$ cat src/hw/rtl/vsilt_pkg.sv
// Shared types and constants for the sync interval line tracker.
package vsilt_pkg;

  localparam int unsigned TICK_BITS = 16;
  localparam int unsigned CMP_W = (TICK_BITS > 16) ? TICK_BITS : 16;

  localparam int unsigned QUEUE_DEPTH = 2;
  localparam int unsigned QPTR_W = (QUEUE_DEPTH > 1) ? $clog2(QUEUE_DEPTH) : 1;
  localparam int unsigned QCNT_W = $clog2(QUEUE_DEPTH + 1);

  localparam logic [15:0] SHORT_FIELD_LINES  = 16'd10;
  localparam logic [15:0] FULL_FIELD_LINES   = 16'd300;
  localparam logic [15:0] PARTIAL_FIELD_BASE = 16'd305;

  localparam logic [15:0] RST_LINE_MIN    = 16'd10030;
  localparam logic [15:0] RST_LINE_MAX    = 16'd11050;
  localparam logic [15:0] RST_GOOD_MAX    = 16'd10795;
  localparam logic [15:0] RST_HALF_MIN    = 16'd4930;
  localparam logic [15:0] RST_HALF_MAX    = 16'd5610;
  localparam logic [9:0]  RST_LAST_RENDER = 10'd303;

  typedef enum logic [1:0] {
    KIND_LINE  = 2'd0,
    KIND_HALF  = 2'd1,
    KIND_NOISE = 2'd2
  } kind_e;

  typedef enum logic [2:0] {
    CFG_LINE_MIN    = 3'd0,
    CFG_LINE_MAX    = 3'd1,
    CFG_GOOD_MAX    = 3'd2,
    CFG_HALF_MIN    = 3'd3,
    CFG_HALF_MAX    = 3'd4,
    CFG_LAST_RENDER = 3'd5
  } cfg_idx_e;

  typedef struct packed {
    logic [15:0] line_min;
    logic [15:0] line_max;
    logic [15:0] good_max;
    logic [15:0] half_min;
    logic [15:0] half_max;
    logic [9:0]  last_render;
  } cfg_t;

  // Classified interval handed from front to back.
  typedef struct packed {
    kind_e kind;
    logic  good;
  } item_t;

endpackage

$ cat src/hw/rtl/video_sync_interval_line_tracker_top.sv
// Top level of the composite video sync interval line tracker.
// Each item is one measured time between two sync edges, in timer ticks.
// The front end sorts it into a full line, a half-line field pulse or
// noise by exclusive tick windows (the line window wins where the two
// overlap), and a two-entry queue hands the verdict to the back end, which
// keeps the line, good-line, noise and frame counters and the field flag.
// Every item yields exactly one result carrying the counters after that
// item. Throughput is one item per clock; each item passes through the
// queue and then the result register. The input stalls only while the
// queue is full, which happens once two items wait behind a stalled
// result. Threshold registers are written through the config channel, which
// is always ready; write them only while no item is in flight. Register
// indexes follow cfg_idx_e; writes to other indexes are dropped.
module video_sync_interval_line_tracker_top (
  input  logic                            clk_i,
  input  logic                            rst_ni,
  input  logic                            in_valid_i,
  output logic                            in_stall_o,
  input  logic [vsilt_pkg::TICK_BITS-1:0] interval_ticks_i,
  output logic                            out_valid_o,
  input  logic                            out_stall_i,
  output logic [1:0]                      interval_kind_o,
  output logic [15:0]                     line_number_o,
  output logic                            draw_line_o,
  output logic [15:0]                     quality_score_o,
  output logic [15:0]                     noise_count_o,
  output logic [7:0]                      frame_count_o,
  output logic                            field_active_o,
  input  logic                            cfg_valid_i,
  output logic                            cfg_ready_o,
  input  logic [2:0]                      cfg_index_i,
  input  logic [15:0]                     cfg_data_i
);
  import vsilt_pkg::*;

  cfg_t  cfg_q;
  item_t push_item;
  item_t pop_item;
  logic  push;
  logic  pop;
  logic  q_empty;
  logic  q_full;

  assign cfg_ready_o = 1'b1;

  // Threshold registers; values are kept at their field widths.
  always_ff @(posedge clk_i or negedge rst_ni) begin
    if (!rst_ni) begin
      cfg_q.line_min    <= RST_LINE_MIN;
      cfg_q.line_max    <= RST_LINE_MAX;
      cfg_q.good_max    <= RST_GOOD_MAX;
      cfg_q.half_min    <= RST_HALF_MIN;
      cfg_q.half_max    <= RST_HALF_MAX;
      cfg_q.last_render <= RST_LAST_RENDER;
    end else if (cfg_valid_i && cfg_ready_o) begin
      unique case (cfg_idx_e'(cfg_index_i))
        CFG_LINE_MIN:    cfg_q.line_min    <= cfg_data_i;
        CFG_LINE_MAX:    cfg_q.line_max    <= cfg_data_i;
        CFG_GOOD_MAX:    cfg_q.good_max    <= cfg_data_i;
        CFG_HALF_MIN:    cfg_q.half_min    <= cfg_data_i;
        CFG_HALF_MAX:    cfg_q.half_max    <= cfg_data_i;
        CFG_LAST_RENDER: cfg_q.last_render <= cfg_data_i[9:0];
        default: begin
        end
      endcase
    end
  end

  vsilt_front u_front (
    .in_valid_i      (in_valid_i),
    .interval_ticks_i(interval_ticks_i),
    .cfg_i           (cfg_q),
    .q_full_i        (q_full),
    .in_stall_o      (in_stall_o),
    .push_o          (push),
    .item_o          (push_item)
  );

  vsilt_queue u_queue (
    .clk_i      (clk_i),
    .rst_ni     (rst_ni),
    .push_i     (push),
    .push_item_i(push_item),
    .pop_i      (pop),
    .pop_item_o (pop_item),
    .empty_o    (q_empty),
    .full_o     (q_full)
  );

  vsilt_back u_back (
    .clk_i          (clk_i),
    .rst_ni         (rst_ni),
    .cfg_i          (cfg_q),
    .q_empty_i      (q_empty),
    .q_item_i       (pop_item),
    .q_pop_o        (pop),
    .out_valid_o    (out_valid_o),
    .out_stall_i    (out_stall_i),
    .interval_kind_o(interval_kind_o),
    .line_number_o  (line_number_o),
    .draw_line_o    (draw_line_o),
    .quality_score_o(quality_score_o),
    .noise_count_o  (noise_count_o),
    .frame_count_o  (frame_count_o),
    .field_active_o (field_active_o)
  );

  // A field pulse always leaves the line count and field flag cleared.
  a_half_clears: assert property (@(posedge clk_i) disable iff (!rst_ni)
    out_valid_o && (interval_kind_o == KIND_HALF) |->
      !field_active_o && (line_number_o == 16'd0))
    else $error("field pulse did not clear line state");

  // Only full lines are ever rendered.
  a_render_line: assert property (@(posedge clk_i) disable iff (!rst_ni)
    out_valid_o && draw_line_o |-> (interval_kind_o == KIND_LINE))
    else $error("render flag on a non-line item");

  // A full line always leaves the field active.
  a_line_field: assert property (@(posedge clk_i) disable iff (!rst_ni)
    out_valid_o && (interval_kind_o == KIND_LINE) |-> field_active_o)
    else $error("full line left field inactive");

  // The queue always drains into the result slot while that slot is free and the queue holds items.
  a_pop_when_free: assert property (@(posedge clk_i) disable iff (!rst_ni)
    !q_empty && !out_valid_o |=> out_valid_o)
    else $error("back end idled with queued items");

endmodule

$ cat src/hw/rtl/vsilt_front.sv
// Front end: accepts intervals and sorts them against the tick windows.
module vsilt_front (
  input  logic                           in_valid_i,
  input  logic [vsilt_pkg::TICK_BITS-1:0] interval_ticks_i,
  input  vsilt_pkg::cfg_t                cfg_i,
  input  logic                           q_full_i,
  output logic                           in_stall_o,
  output logic                           push_o,
  output vsilt_pkg::item_t               item_o
);
  import vsilt_pkg::*;

  logic [CMP_W-1:0] t;
  logic             in_line;
  logic             in_half;

  assign t = CMP_W'(interval_ticks_i);

  always_comb begin
    in_line = (t > CMP_W'(cfg_i.line_min)) && (t < CMP_W'(cfg_i.line_max));
    in_half = (t > CMP_W'(cfg_i.half_min)) && (t < CMP_W'(cfg_i.half_max));
    // full-line window wins on overlap
    if (in_line) begin
      item_o.kind = KIND_LINE;
    end else if (in_half) begin
      item_o.kind = KIND_HALF;
    end else begin
      item_o.kind = KIND_NOISE;
    end
    item_o.good = in_line && (t < CMP_W'(cfg_i.good_max));
  end

  assign in_stall_o = q_full_i;
  assign push_o     = in_valid_i && !q_full_i;

endmodule

$ cat src/hw/rtl/vsilt_queue.sv
// Short FIFO of classified items between front and back.
module vsilt_queue (
  input  logic             clk_i,
  input  logic             rst_ni,
  input  logic             push_i,
  input  vsilt_pkg::item_t push_item_i,
  input  logic             pop_i,
  output vsilt_pkg::item_t pop_item_o,
  output logic             empty_o,
  output logic             full_o
);
  import vsilt_pkg::*;

  item_t             mem_q [QUEUE_DEPTH];
  logic [QPTR_W-1:0] wr_ptr_q, wr_ptr_d;
  logic [QPTR_W-1:0] rd_ptr_q, rd_ptr_d;
  logic [QCNT_W-1:0] cnt_q, cnt_d;
  logic              do_push;
  logic              do_pop;

  assign empty_o    = (cnt_q == '0);
  assign full_o     = (cnt_q == QCNT_W'(QUEUE_DEPTH));
  assign do_push    = push_i && !full_o;
  assign do_pop     = pop_i && !empty_o;
  assign pop_item_o = mem_q[rd_ptr_q];

  always_comb begin
    wr_ptr_d = wr_ptr_q;
    rd_ptr_d = rd_ptr_q;
    cnt_d    = cnt_q;
    if (do_push) begin
      wr_ptr_d = (wr_ptr_q == QPTR_W'(QUEUE_DEPTH - 1)) ? '0 : wr_ptr_q + 1'b1;
    end
    if (do_pop) begin
      rd_ptr_d = (rd_ptr_q == QPTR_W'(QUEUE_DEPTH - 1)) ? '0 : rd_ptr_q + 1'b1;
    end
    if (do_push && !do_pop) begin
      cnt_d = cnt_q + 1'b1;
    end else if (do_pop && !do_push) begin
      cnt_d = cnt_q - 1'b1;
    end
  end

  always_ff @(posedge clk_i or negedge rst_ni) begin
    if (!rst_ni) begin
      wr_ptr_q <= '0;
      rd_ptr_q <= '0;
      cnt_q    <= '0;
    end else begin
      wr_ptr_q <= wr_ptr_d;
      rd_ptr_q <= rd_ptr_d;
      cnt_q    <= cnt_d;
    end
  end

  always_ff @(posedge clk_i) begin
    if (do_push) begin
      mem_q[wr_ptr_q] <= push_item_i;
    end
  end

endmodule

$ cat src/hw/rtl/vsilt_back.sv
// Back end: line, field and frame counters plus the result register.
module vsilt_back (
  input  logic             clk_i,
  input  logic             rst_ni,
  input  vsilt_pkg::cfg_t  cfg_i,
  input  logic             q_empty_i,
  input  vsilt_pkg::item_t q_item_i,
  output logic             q_pop_o,
  output logic             out_valid_o,
  input  logic             out_stall_i,
  output logic [1:0]       interval_kind_o,
  output logic [15:0]      line_number_o,
  output logic             draw_line_o,
  output logic [15:0]      quality_score_o,
  output logic [15:0]      noise_count_o,
  output logic [7:0]       frame_count_o,
  output logic             field_active_o
);
  import vsilt_pkg::*;

  logic [15:0] line_q, line_d;
  logic [15:0] good_q, good_d;
  logic [15:0] qual_q, qual_d;
  logic [15:0] noise_q, noise_d;
  logic [7:0]  frame_q, frame_d;
  logic        field_q, field_d;
  logic        render_d;
  logic        out_valid_q;
  logic [1:0]  kind_q;
  logic [15:0] line_out_q;
  logic        render_q;
  logic [15:0] qual_out_q;
  logic [15:0] noise_out_q;
  logic [7:0]  frame_out_q;
  logic        field_out_q;
  logic [15:0] line_inc;

  // Output slot frees up when empty or being taken this cycle.
  assign q_pop_o  = !q_empty_i && (!out_valid_q || !out_stall_i);
  assign line_inc = line_q + 16'd1;

  always_comb begin
    line_d   = line_q;
    good_d   = good_q;
    qual_d   = qual_q;
    noise_d  = noise_q;
    frame_d  = frame_q;
    field_d  = field_q;
    render_d = 1'b0;
    unique case (q_item_i.kind)
      KIND_LINE: begin
        line_d   = line_inc;
        render_d = (line_inc <= {6'd0, cfg_i.last_render});
        field_d  = 1'b1;
        if (q_item_i.good) begin
          good_d = good_q + 16'd1;
        end
      end
      KIND_HALF: begin
        if (line_q > SHORT_FIELD_LINES) begin
          if (line_q > FULL_FIELD_LINES) begin
            qual_d  = good_q;
            noise_d = '0;
            frame_d = frame_q + 8'd1;
          end else begin
            qual_d = good_q + (PARTIAL_FIELD_BASE - line_q);
          end
          good_d = '0;
        end
        line_d  = '0;
        field_d = 1'b0;
      end
      default: begin
        noise_d = noise_q + 16'd1;
      end
    endcase
  end

  always_ff @(posedge clk_i or negedge rst_ni) begin
    if (!rst_ni) begin
      line_q      <= '0;
      good_q      <= '0;
      qual_q      <= '0;
      noise_q     <= '0;
      frame_q     <= '0;
      field_q     <= 1'b0;
      out_valid_q <= 1'b0;
    end else begin
      if (q_pop_o) begin
        line_q  <= line_d;
        good_q  <= good_d;
        qual_q  <= qual_d;
        noise_q <= noise_d;
        frame_q <= frame_d;
        field_q <= field_d;
      end
      if (q_pop_o) begin
        out_valid_q <= 1'b1;
      end else if (!out_stall_i) begin
        out_valid_q <= 1'b0;
      end
    end
  end

  always_ff @(posedge clk_i) begin
    if (q_pop_o) begin
      kind_q      <= q_item_i.kind;
      line_out_q  <= line_d;
      render_q    <= render_d;
      qual_out_q  <= qual_d;
      noise_out_q <= noise_d;
      frame_out_q <= frame_d;
      field_out_q <= field_d;
    end
  end

  assign out_valid_o     = out_valid_q;
  assign interval_kind_o = kind_q;
  assign line_number_o   = line_out_q;
  assign draw_line_o     = render_q;
  assign quality_score_o = qual_out_q;
  assign noise_count_o   = noise_out_q;
  assign frame_count_o   = frame_out_q;
  assign field_active_o  = field_out_q;

endmodule

$ cat config.mk
export PLATFORM = sky130hd
export DESIGN_NAME = video_sync_interval_line_tracker_top
export DESIGN_NICKNAME = d
export VERILOG_FILES = /design/src/hw/rtl/vsilt_pkg.sv /design/src/hw/rtl/video_sync_interval_line_tracker_top.sv /design/src/hw/rtl/vsilt_front.sv /design/src/hw/rtl/vsilt_queue.sv /design/src/hw/rtl/vsilt_back.sv
export SDC_FILE = /design/constraint.sdc
export NUM_CORES = 1
export LEC_CHECK = 0
export BUFFER_PORTS_ARGS = -buffer_cell sky130_fd_sc_hd__buf_2
export CAP_MARGIN = 40
export CORE_MARGIN = 4
export CORE_UTILIZATION = 25
export DETAILED_ROUTE_END_ITERATION = 10
export PLACE_DENSITY_LB_ADDON = 0.12
export SYNTH_ARGS = -nofsm -noshare
export SYNTH_HDL_FRONTEND = slang
export SYNTH_SLANG_ARGS = --single-unit
$ cat constraint.sdc
create_clock -name clk_i -period 5.33 [get_ports clk_i]
set_input_delay 0.2665 -clock clk_i [delete_from_list [all_inputs] [get_ports clk_i]]
set_output_delay 0.2665 -clock clk_i [all_outputs]
set_load 0.03 [all_outputs]
After elaboration in Yosys (flattened, before gate mapping)
Memory sizes are Yosys's and may differ from the RTL's.
Index checks and enable logic that the tools add are counted.
Storage, ports and cells
  register bits: 228
  RAM bits: 6
  bits of input ports: 40
  memories kept: 1
Memories
  u_queue.mem_q: depth 2, bits a word 3, read ports 1, clocked after memory_dff 0, write ports 1, RTL line vsilt_queue.sv:14  | item_t mem_q [QUEUE_DEPTH];
Cells by class
  add/sub/neg operators: 10
  $lt $le $gt $ge: 8
  eq/ne operators: 10
  muxes and demuxes: 24
  reduce and logical (&&, ||, !) cells: 28
Operators by type and width (number)
  $mux W16: 7
  $pmux W16 S2: 3
  $add A16 B1 Y16 const B: 3
  $lt A16 B16 Y1: 3
  $gt A16 B16 Y1: 2
  $mux W8: 3
  $add A16 B16 Y16: 1
  $gt A16 B4 Y1 const B: 1
  $gt A16 B9 Y1 const B: 1
  $le A16 B10 Y1: 1
  $sub A9 B16 Y16 const A: 1
  $reduce_and A2 Y1: 6
  $logic_and A1 B1 Y1: 9
  $add A8 B1 Y8 const B: 1
  $mux W2: 4
  $eq A3 B2 Y1 const B: 2
  $eq A3 B3 Y1 const B: 2
  $logic_not A1 Y1: 6
  $mux W1: 6
  $logic_not A2 Y1: 2
  $ne A2 B1 Y1 const B: 2
  $reduce_and A4 Y1: 1
  $reduce_bool A2 Y1: 2
  $eq A3 B1 Y1 const B: 1
  other kinds (9): 10

Depth between registers and ports, before layout
  depth in word-level cells: 8
  mapped depth: 13

Cells and area by module
Synthesis repeated with hierarchy kept, for this count alone.
Unflattened totals
  cell total of the unflattened synthesis: 1272
  area, all modules: 13291.5 µm²
By module, submodules not included
  vsilt_back: times used 1, cells each 776, area each 7437.1 µm²
  video_sync_interval_line_tracker_top: times used 1, cells each 197, area each 3509.6 µm²
  vsilt_front: times used 1, cells each 271, area each 1934.4 µm²
  vsilt_queue: times used 1, cells each 28, area each 410.4 µm²

Least setup slack after synthesis
No wires, ideal clock.
  path type: register to register
  from: reg u_back.out_valid_q (netlist: u_back.out_valid_o)
  to: reg u_back.render_q (netlist: u_back.draw_line_o) (enable)
  library setup time: 0.447 ns
  data arrival time: 2.650 ns
  slack: 2.233 ns
  stages on the path, launching flop included: 4
  buffers on the path: 1
  path through: dfrtp_1 > o2bb2ai_1 > inv_2 > clkbuf_1
Between the ends
  word-level cells in the longest chain between the ends: 3
Ends and longest elaborated chain
  from (decl): RTL line vsilt_back.sv:28  | logic out_valid_q;
  from (signal assigned): RTL line vsilt_back.sv:87  | out_valid_q <= 1'b0;
  from (signal assigned): RTL line vsilt_back.sv:98  | out_valid_q <= 1'b1;
  from (signal assigned): RTL line vsilt_back.sv:100  | out_valid_q <= 1'b0;
  $logic_not A1 Y1: RTL line vsilt_back.sv:39  | assign q_pop_o = !q_empty_i && (!out_valid_q || !out_stall_i);
  $logic_or A1 B1 Y1: RTL line vsilt_back.sv:39
  $logic_and A1 B1 Y1: RTL line vsilt_back.sv:39
  named net pop: RTL line video_sync_interval_line_tracker_top.sv:40  | logic pop;
  to (signal assigned): RTL line vsilt_back.sv:109  | render_q <= render_d;
  to (decl): RTL line vsilt_back.sv:31  | logic render_q;
The timed path passes the listed nets, and every way through them passes these cells.
A chain may end at the register's enable or synchronous reset.

Worst setup path after layout
  from: reg u_back.line_q[2]
  to: reg u_back.qual_out_q[14] (netlist: u_back.quality_score_o[14]) (data pin)
Between the ends
  word-level cells in the longest chain between the ends: 5
  elaborated cells between the ends (all ways): 7
  classes of those cells: 2 x add/sub; 2 x order compare; 3 x mux
Ends and longest elaborated chain
  from (decl): RTL line vsilt_back.sv:21  | logic [15:0] line_q, line_d;
  from (signal assigned): RTL line vsilt_back.sv:90  | line_q <= line_d;
  $sub A9 B16 Y16: RTL line vsilt_back.sv:66  | qual_d = good_q + (PARTIAL_FIELD_BASE - line_q);
  $add A16 B16 Y16: RTL line vsilt_back.sv:66
  $mux W16: RTL line vsilt_back.sv:61  | if (line_q > FULL_FIELD_LINES) begin
  $mux W16 (*): RTL line vsilt_back.sv:60  | if (line_q > SHORT_FIELD_LINES) begin
  $mux W16 (*): RTL line vsilt_back.sv:50  | unique case (q_item_i.kind)
  named net u_back.qual_d[14]: RTL line vsilt_back.sv:23  | logic [15:0] qual_q, qual_d;
  to (signal assigned): RTL line vsilt_back.sv:110  | qual_out_q <= qual_d;
  to (decl): RTL line vsilt_back.sv:32  | logic [15:0] qual_out_q;
The timed path passes the listed nets; every way through them passes the cells marked *.

==> results.json <==
{
  "synth.area.top_cells": "dfrtp_1 24%, edfxtp_1 15%, ha_1 12%",
  "crit_path_end_kind": "register",
  "postCtsSetupBuffers": 0,
  "final_nets": 1623,
  "overflow": 0,
  "hold_buffers": 15,
  "drt_iter0_markers": 541,
  "port_buffers": 101,
  "min_to": "cfg_q[66]$_DFFE_PN1P_",
  "ff2ff_setup_slack_ns": 2.25,
  "fin_crit_ns": 3.08,
  "htreeDepth": 1,
  "cts_tree": "built",
  "grt_usage_pct": 13.3,
  "synthCells": 1346,
  "dpl.hpwl_mm": 27.9,
  "clk_latency_ns": 0.58,
  "antenna_found_initial": 0,
  "die_h_um": 238,
  "status": "finished clean",
  "cp.arrival_ns": 3.39,
  "synth_cell_type_count": 76,
  "clockRootBuffer": "clkbuf_16",
  "avgViaCountPerCell": 4.62,
  "gp_congestion": 0.782,
  "worstHoldPathType": "input pin to register",
  "synth-seq-cells": 234,
  "reg2reg_to": "u_back.quality_score_o[14]$_DFFE_PP_",
  "worstSetupStartpointType": "register",
  "setup_viol": 0,
  "first_pass_iters": 5,
  "synthFlopType": "dfrtp_1",
  "ff2ff_path_depth": 10,
  "worst-slew-pin-transition_ns": 0.767,
  "core_area_um2": 52600,
  "period_share_pct": 57.7,
  "yosysSeqAreaShare_pct": 47.0,
  "syn_area_per_cell_um2": 9.85,
  "routed_wl_mm": 38.0,
  "drive_gt1_share_pct": 18.2,
  "slew-limit-headroom_pct": 48.8,
  "r2r_start": "u_back.line_q[2]$_DFFE_PN0P_",
  "syn_area_um2": 13300,
  "maxSlewViolCount": 0,
  "skew_ns": 0.0301,
  "ctsLongestPathBuffers": 3,
  "num_vias": 10000,
  "finalNonFillerCells": 2173,
  "cts_sinks": 234,
  "grt_pass1_vias": 10200,
  "synth.most_common_cell": "nand2_1",
  "cts_inserted_buffers": 31,
  "hp-start": "cfg_data_i[8]",
  "post-route-util_pct": 30.1,
  "worstPathMaxFanout": 8,
  "num_rows": 84,
  "area_growth_pct": 19.2,
  "hold_depth": 3,
  "power_density_nw_per_um2": 491,
  "die_w_um": 238,
  "drv_cap": 0,
  "clkTransAtPathRegs_ns": 0.06,
  "async_flop_share_pct": 71.8,
  "synth_top_area_share_pct": 24.0,
  "critPathRequiredTime_ns": 5.64,
  "yosysTopAreaCell": "dfrtp_1",
  "p_leak_nw": 6.86,
  "synth.cells.most_frequent": "172 x nand2_1, 155 x o21ai_0, 127 x dfrtp_1",
  "synth_edf_count": 66,
  "grt_max_degree": 78,
  "drc_errors": 0,
  "fill_cells": 5542,
  "final-hold-violation-count": 0,
  "start_util_pct": 25.2,
  "setup_tns_ns": 0,
  "rsz0062_at_grt": "false",
  "io_pins": 103,
  "syn_nets": 1509,
  "fmaxAchievable_mhz": 325,
  "wire_per_inst_um": 17.5,
  "dp.cells": 2100,
  "peakVddDrop_mv": 0.236,
  "ctsResizeCount": 0,
  "die-area_um2": 56800,
  "timing.setup.critical_path_class": "register to register",
  "grt_pass1_wl_mm": 60.6,
  "total_power_w": 0.00776,
  "ant_nets": 0,
  "yosysWarnings": 0
}
==> layout by cell type, fill, tap and decap left out, drive strengths merged, types with 6 or more instances in the layout <==
master	instances
nand2	173
o21ai	160
dfrtp	127
inv	123
ha	122
buf	118
nor2	67
edfxtp	66
a21oi	52
nand3	44
dfstp	41
clkbuf	41
mux2	38
xnor2	35
nand4	24
a31oi	22
nor3	21
xor2	20
a21o	15
o31ai	15
dlygate4sd3	15
a22oi	14
nor2b	11
clkinv	11
nand2b	10
o211ai	9
and3	9
or3	7
o21a	7
and2	6
a211oi	6
nor4	6
==> logic make-up after synthesis <==
group | count (synthesis) | synth area share, %
xor gates and xnor gates | 55 | 3.63
and+or+nand+nor | 390 | 14.1
AOI/OAI and AO/OA | 328 | 14.8
other | 1 | 0.0283
DFF | 234 | 47.0
adders and majority gates | 123 | 11.7
buffers and inverters | 175 | 5.32
muxes | 40 | 3.38
==> worst max-delay path by stage <==
stage                                         startpoint                              endpoint  cells past startpoint
after floorplan           u_back.out_valid_o$_DFFE_PN0P_      u_back.draw_line_o$_SDFFCE_PN0P_                      3
after global placement      u_back.line_q[0]$_DFFE_PN0P_     u_back.frame_count_o[7]$_DFFE_PP_                      9
after detailed placement    u_back.line_q[0]$_DFFE_PN0P_     u_back.frame_count_o[7]$_DFFE_PP_                      9
after CTS                   u_back.line_q[0]$_DFFE_PN0P_     u_back.frame_count_o[7]$_DFFE_PP_                      9
after global routing        u_back.line_q[0]$_DFFE_PN0P_     u_back.frame_count_o[7]$_DFFE_PP_                      9
final                       u_back.line_q[2]$_DFFE_PN0P_  u_back.quality_score_o[14]$_DFFE_PP_                     10
==> registers in the layout (all words and copies together), names as in the netlist, 8 cells and up <==
| signal | flops |
|---|---|
| u_back.quality_score_o | 16 |
| u_back.qual_q | 16 |
| cfg_q | 90 |
| u_back.frame_count_o | 8 |
| u_back.noise_q | 16 |
| u_back.good_q | 16 |
| u_back.frame_q | 8 |
| u_back.line_q | 16 |
| u_back.line_number_o | 16 |
| u_back.noise_count_o | 16 |
==> per-stage QoR <==
step / hold WS (ns) / setup slack, ns / area (um^2)
after floorplan: -0.0291 / 2.23 / 13300
after global placement: 0.363 / 2.27 / 14500
after detailed placement: 0.0563 / 2.19 / 14600
after CTS: 0.00935 / 2.20 / 15800
after global routing: 0.0384 / 1.89 / 15800
final: 0.0259 / 2.25 / 15800
==> metal layers <==
| layer | part of all wire (%) | GRT usage [%] |
|---|---|---|
| met1 | 47 | 18.7 |
| met4 | 3.1 | 3.94 |
| met5 | 0 | 0 |
| met3 | 3.9 | 2.03 |
| met2 | 46 | 21.4 |
==> layout make-up <==
cell class	count	area (um^2)	area share, %
antenna	1	2.50	0.0158
clock buffer	41	865	5.47
clock inverter	16	189	1.20
inverter	123	464	2.94
multi-input combinational	937	6340	40.1
sequential	234	6240	39.5
tap	688	861	5.45
timing repair buffer	133	850	5.37
==> power breakdown <==
part	total (W)	internal (W)	switching [W]
clock	0.00216	0.00133	0.000837
combinational	0.00287	0.000970	0.00190
sequential	0.00272	0.00244	0.000276
==> critical path, stage by stage, from the launching register on <==
cell	delay [ns]
dfrtp_1	0.49
inv_1	0.14
ha_1	0.31
ha_1	0.32
a211oi_1	0.28
o21bai_1	0.13
o21ai_0	0.41
o211ai_1	0.20
a21oi_1	0.19
xor2_1	0.24
o21ai_0	0.12
Note: power is estimated with default switching activity, not from simulation.
